### src/rtl/assert_macros.svh
// Assertion macros of the sorted key table, included by sorted_key_table.sv.
// Each macro expects signals named clk and rst_n in the scope where it is used.
`ifndef ASSERT_MACROS_SVH
`define ASSERT_MACROS_SVH

// Checked at every rising edge outside reset.
`define SKT_ASSERT(label, prop, msg) \
  label: assert property (@(posedge clk) disable iff (!rst_n) prop) else $error(msg);

// Checked at every rising edge, reset included.
`define SKT_ASSERT_ALWAYS(label, prop, msg) \
  label: assert property (@(posedge clk) prop) else $error(msg);

`endif

### src/rtl/skt_pkg.sv
// Package of the sorted key table: sizes, operation and status codes, types
// and the key helper functions. It depends on nothing.
`default_nettype none

package skt_pkg;

  localparam int TABLE_DEPTH = 32;
  localparam int KEY_BYTES   = 8;

  localparam int KEY_W    = 8 * KEY_BYTES;
  localparam int CNT_W    = $clog2(TABLE_DEPTH + 1);
  localparam int IN_KEY_W = 64;
  localparam int HND_W    = 16;
  localparam int KIND_W   = 2;
  localparam int STAT_W   = 2;
  localparam int POS_W    = 5;
  localparam int ECNT_W   = 6;

  localparam logic [KIND_W-1:0] K_INSERT = 2'd0;
  localparam logic [KIND_W-1:0] K_FIND   = 2'd1;
  localparam logic [KIND_W-1:0] K_DELETE = 2'd2;

  localparam logic [STAT_W-1:0] ST_OK   = 2'd0;
  localparam logic [STAT_W-1:0] ST_FULL = 2'd1;
  localparam logic [STAT_W-1:0] ST_MISS = 2'd2;

  typedef struct packed {
    logic [KEY_W-1:0] key;
    logic [HND_W-1:0] hnd;
  } skt_entry_t;

  typedef struct packed {
    logic gt;
    logic eq;
  } skt_flag_t;

  typedef struct packed {
    logic             cmp;
    logic             ins;
    logic             del;
    logic [KEY_W-1:0] key;
    skt_entry_t       new_ent;
  } skt_cmd_t;

  // Keys compare as text: every byte after the first zero byte is dropped.
  function automatic logic [KEY_W-1:0] canon_key(input logic [IN_KEY_W-1:0] k);
    logic [KEY_W-1:0] r;
    logic             ended;
    logic [7:0]       ch;
    r     = '0;
    ended = 1'b0;
    for (int b = KEY_BYTES - 1; b >= 0; b--) begin
      ch = k[8*b +: 8];
      if (ch == 8'h00) ended = 1'b1;
      if (!ended) r[8*b +: 8] = ch;
    end
    return r;
  endfunction

  function automatic logic [CNT_W-1:0] onehot_idx(input logic [TABLE_DEPTH-1:0] oh);
    logic [CNT_W-1:0] r;
    r = '0;
    for (int i = 0; i < TABLE_DEPTH; i++) begin
      if (oh[i]) r = r | CNT_W'(i);
    end
    return r;
  endfunction

endpackage

`default_nettype wire

### src/rtl/skt_cell.sv
// One cell of the sorted key table: it holds one entry, compares it with the
// operation key and shifts entries to or from its neighbors. Uses skt_pkg.
`default_nettype none

module skt_cell import skt_pkg::*; (
  input  wire logic       clk,
  input  wire logic       rst_n,
  input  wire skt_cmd_t   cmd,
  input  wire logic       valid,
  input  wire logic       at_count,
  input  wire skt_entry_t prev_ent,
  input  wire skt_entry_t next_ent,
  input  wire logic       prev_gt,
  input  wire logic       next_eq,
  output skt_entry_t      ent,
  output skt_flag_t       flag
);

  skt_entry_t ent_r;
  logic       gt_r;
  logic       eq_r;
  logic       last_eq;

  assign last_eq = eq_r & ~next_eq;

  always_ff @(posedge clk) begin
    if (!rst_n) begin
      gt_r <= 1'b0;
      eq_r <= 1'b0;
    end else if (cmd.cmp) begin
      gt_r <= valid & (ent_r.key > cmd.key);
      eq_r <= valid & (ent_r.key == cmd.key);
    end
  end

  // An insert opens a gap at the first greater entry; a delete closes the
  // gap left by the last equal entry.
  always_ff @(posedge clk) begin
    if (cmd.ins) begin
      if (prev_gt) begin
        ent_r <= prev_ent;
      end else if (gt_r || at_count) begin
        ent_r <= cmd.new_ent;
      end
    end else if (cmd.del && (last_eq || gt_r)) begin
      ent_r <= next_ent;
    end
  end

  assign ent     = ent_r;
  assign flag.gt = gt_r;
  assign flag.eq = eq_r;

endmodule

`default_nettype wire

### config.mk
export PLATFORM = sky130hd
export DESIGN_NAME = skt_cell
export DESIGN_NICKNAME = d
export VERILOG_FILES = /design/src/rtl/assert_macros.svh /design/src/rtl/skt_pkg.sv /design/src/rtl/skt_cell.sv
export SDC_FILE = /design/constraint.sdc
export NUM_CORES = 1
export LEC_CHECK = 0
export BUFFER_PORTS_ARGS = -buffer_cell sky130_fd_sc_hd__clkbuf_2
export CORE_AREA = 2 2 155 157
export DETAILED_ROUTE_END_ITERATION = 16
export DIE_AREA = 0 0 157 159
export PLACE_DENSITY = 0.58
export SETUP_SLACK_MARGIN = 0.1
export SYNTH_ARGS = -nofsm -noshare
export SYNTH_HDL_FRONTEND = slang
export SYNTH_SLANG_ARGS = --single-unit
### constraint.sdc
create_clock -name clk -period 4.75 [get_ports clk]
set_input_delay 1.425 -clock clk [delete_from_list [all_inputs] [get_ports clk]]
set_output_delay 1.425 -clock clk [all_outputs]
set_load 0.02 [all_outputs]
; Yosys cells after proc, flatten, opt, wreduce, memory -nomap -nowiden
; Cells that the tools add are included.
; W data, S select, Z words.
[word_totals]
register_bits = 82
inputBits = 313
output_inout_bits = 82
elab_cells = 20
[classes]
order_cmp = 1
eq_ne = 2
n_mux = 4
n_bitwise = 4
n_reduce_logical = 5
[op_table]
columns = cell, n
row1 = $mux W80, 4
row2 = $eq A64 B64 Y1, 1
row3 = $gt A64 B64 Y1, 1
row4 = $and A1 B1 Y1, 3
row5 = $ne A3 B1 Y1 const B, 1
row6 = $logic_or A1 B1 Y1, 2
row7 = $reduce_and A2 Y1, 1
row8 = $reduce_bool A2 Y1, 1
row9 = $logic_and A1 B1 Y1, 1
row10 = $not A1 Y1, 1

; Depth between registers and ports, before layout
[logic_depth]
depth_word = 6
mapped_depth = 8
mapped_depth_nobuf = 8

; Worst setup path before layout
; OpenSTA, ideal clock, no wires.
[synth_path]
path_type = input to register
start = input cmd[145] (netlist bit)
end = register ent_r, in the netlist ent[0], enable pin
setup_ns = 0.445
arrival_time_ns = 3.993
required_ns = 4.305
path_slack_ns = 0.313
stages = 5
path_buffers = 2
cell_sequence = clkbuf_1 > clkbuf_1 > o21ai_0 > o21ai_0 > o22a_1
[synth_via]
elab_chain_len = 2
word_cells_on_any_way = 3
classes_between = eq/ne (1) / reduce/logical (2)
[synth_lines]
columns = element, line_no
row1 = "start, declared", skt_cell.sv:8  ; input wire skt_cmd_t cmd,
row2 = $ne A3 B1 Y1 (no source line) / $reduce_bool A2 Y1 (equally long branches), n/a
row3 = $reduce_and A2 Y1 (no source line) *, n/a
row4 = "end signal, assigned", skt_cell.sv:41  ; ent_r <= prev_ent;
row5 = "end signal, assigned", skt_cell.sv:43  ; ent_r <= cmd.new_ent;
row6 = "end signal, assigned", skt_cell.sv:46  ; ent_r <= next_ent;
row7 = "end, declared", skt_cell.sv:19  ; skt_entry_t ent_r;
; Mark *: on every way between the ends. The rest lies on a longest branch, timed or not.
; A chain may end at the register's enable or synchronous reset.

; Final worst setup path
[layout_path]
start = input cmd[143] (netlist bit)
end = register gt_r
[layout_via]
elab_chain_len = 2
[layout_lines]
columns = element, line_no
row1 = $gt A64 B64 Y1, skt_cell.sv:31  ; gt_r <= valid & (ent_r.key > cmd.key);
row2 = $and A1 B1 Y1, skt_cell.sv:31
row3 = "end signal, assigned", skt_cell.sv:31
row4 = "end, declared", skt_cell.sv:20  ; logic gt_r;
; No other way between the ends.

==> results.yml <==
route:
  viasPerCell: 4.27
  dr.pass1.iters: 4
  drt.antenna.violating_nets: 0
  first_iter_violations: 177
  wire_per_inst_microns: 15.3
  vias: 5544
  totalWireLength_microns: 19900
  drcViolationCount: 0
logic_synthesis:
  yosysUniqueCellTypes: 34
  ys_async_sr_fraction: 0
  avgSynthCellArea_sq_um: 9.77
  yosys_warnings: 0
  seq_area_frac_synth: 0.422
  synthesis.nets: 969
  synth_edf_count: 80
  netlist_area_sq_mm: 0.00578
  syn_inst: 592
  synth_flop_cell: "edfxtp_1"
  synth_seq_cells: 82
clocking:
  cts_inserted_buffers: 9
  cts_tree: "yes"
  cts_setup_buffers: 0
  cts_buffer_depth: 2
  cts_htree_levels: 3
  clk_pin_slew_ns: 0.06
  clock-sinks: 82
  root_buffer: "clkbuf_16"
  ctsResizeCount: 0
  cts_hold_buf: 0
  worstSkewPairLatency_ns: 0.34
worst_hold_path:
  min_from: "eq_r"
  hp-class: "flop to flop"
  hold_depth: 2
  min_to: "eq_r"
global_routing:
  antenna_found_initial: 1
  grt_overflow: 0
  grt_max_degree: 91
  grt.met1_usage: 0.187
  grt_use_total: 0.158
  top_usage_layer: "met2"
  grt_pass1_wl_microns: 30000
  grt_pass1_vias: 5705
  grtUsageMet3: 0.0294
  use_met2: 0.287
finish:
  areaGrowthSynthToFinish_pct: 45.0
  fill_cells: 2411
  final_nets: 1350
  drive_above_1_share: 0.428
  antenna_cells: 0
  utilization: 0.362
timing:
  layout_setup_ws_ns: 1.60
  timing.fmax_ghz: 0.317
  setup_tns_ns: 0
  tightest_slew_ns: 0.830
  finClkSkew_ns: 0.0118
  rsz0062_at_grt: "false"
  period_share: 0.663
  relSlewSlack: 0.447
  slew_viol_final: 0
  finalCriticalPeriod_ns: 3.15
  finalHoldViolations: 0
  setup_viol_count_final: 0
critical_path:
  worstSetupEndpointType: "flop"
  regToRegStartpoint: "ent[79]"
  r2r_setup_slack_ns: 2.30
  crit_fanout: 3
  r2r.worst_path.cells: 7
  arrival_ns: 3.40
  cp-start-kind: "input pin"
  r2r-end: "gt_r"
  worst_ep_required_time_ns: 5.00
  crit_type: "input pin to flop"
floorplan:
  die-area_sq_mm: 0.0250
  start_util: 0.249
  rows: 56
  die_w_microns: 157
  die_y_microns: 159
  io_pins: 395
  core_area_sq_mm: 0.0232
placement:
  pre_cts_slack_ns: 1.18
  globalplace.congestion: 0.848
  hpwl_microns: 17000
  port_buffers: 394
run_status:
  outcome: "finished, final reports clean"
pwr:
  p_clk_frac: 0.327
  internal-power_uw: 1520
  p_comb_frac: 0.257
  p_leak_uw: 0.00436
  power_frac_seq: 0.416
  power_density_mw_per_mm2: 257
  p_sw_uw: 640
  ir_worst_vdd_mv: 0.135
  swShare: 0.297
run:
  max_cap_viol_count: 0
area by class of cell:
class / count / area, sq um / share of cell area
multi-input combinational: 414 / 2970 / 0.354
sequential: 82 / 2440 / 0.291
timing repair buffer: 399 / 2030 / 0.242
tap: 319 / 399 / 0.0476
inverter: 67 / 251 / 0.0300
clock buffer: 9 / 225 / 0.0269
clock inverter: 7 / 68.8 / 0.00821
how the worst max path moves through the flow:
stage | start | slack (ns) | end
after global placement | cmd[143] | 1.17 | gt_r
final | cmd[143] | 1.60 | gt_r
after CTS | cmd[143] | 1.54 | gt_r
after global routing | cmd[143] | 1.46 | gt_r
after detailed placement | cmd[143] | 1.18 | gt_r
after floorplan | cmd[145] | 0.31 | ent[0]
layer usage:
layer,routed length (microns),part of all wire
met5,11,0.00055
met4,306,0.015
met3,1120,0.057
met2,9980,0.50
met1,8430,0.42
cell families after synthesis:
kind of cell / count (synthesis) / synth area share
buffers and inverters: 96 / 0.0653
and+or+nand+nor: 137 / 0.112
adders and majority gates: 64 / 0.138
DFF: 82 / 0.422
muxes: 80 / 0.138
AOI/OAI and AO/OA: 133 / 0.123
power groups by stage:
stage / Sequential [uW] / Clock [uW] / Combinational, uW
detailed placement: 914 / 0 / 563
CTS: 899 / 729 / 565
global route: 904 / 757 / 626
finish: 898 / 705 / 555
floorplan: 969 / 0 / 247
global placement: 913 / 0 / 556
metrics by stage:
step	instance area, sq um	hold WS (ns)	instances	total power [uW]
3_3_place_gp	8090	0.517	1281	1470
6_report	8390	0.525	1297	2160
3_5_place_dp	8090	0.524	1281	1480
5_1_grt	8390	0.541	1297	2290
4_1_cts	8390	0.534	1297	2190
2_1_floorplan	5780	0.455	592	1220
critical path, cell delays in order:
cell	delay [ns]
clkbuf_2	0.08
inv_1	0.03
ha_1	0.36
nand4_4	0.17
nor4_4	0.36
and4_1	0.37
and3_1	0.22
o41ai_1	0.13
a311oi_1	0.26
synthesized netlist by cell type (3+ instances only):
library cell | instances | share of area
nand2_1 | 19 | 0.012
o211ai_1 | 3 | 0.0039
edfxtp_1 | 80 | 0.42
ha_1 | 64 | 0.14
nand4_1 | 10 | 0.011
nand2b_1 | 3 | 0.0032
inv_1 | 67 | 0.043
nand3_1 | 6 | 0.0052
o21ai_0 | 10 | 0.0087
mux2i_1 | 80 | 0.14
nor2b_1 | 3 | 0.0032
buf_2 | 8 | 0.0069
nor2_1 | 85 | 0.055
a21oi_1 | 107 | 0.093
clkbuf_1 | 17 | 0.011
flip-flops by register name, summed over array words and instances (netlist names):
name / flops
ent: 80
eq_r: 1
gt_r: 1
placed cells by master, fill, tap and decap left out, drive strengths merged, types with 3 or more instances in the layout:
cell type	Yosys	layout
clkbuf	17	401
a21oi	107	107
nor2	85	85
mux2i	80	80
edfxtp	80	80
inv	67	68
ha	64	64
nand2	19	19
nand4	13	13
o21ai	10	10
buf	12	7
nand3	6	6
nand2b	3	3
nor2b	3	3
o211ai	3	3
clkinvlp	0	3
nor4	3	3
(Power assumes the default switching activity.)
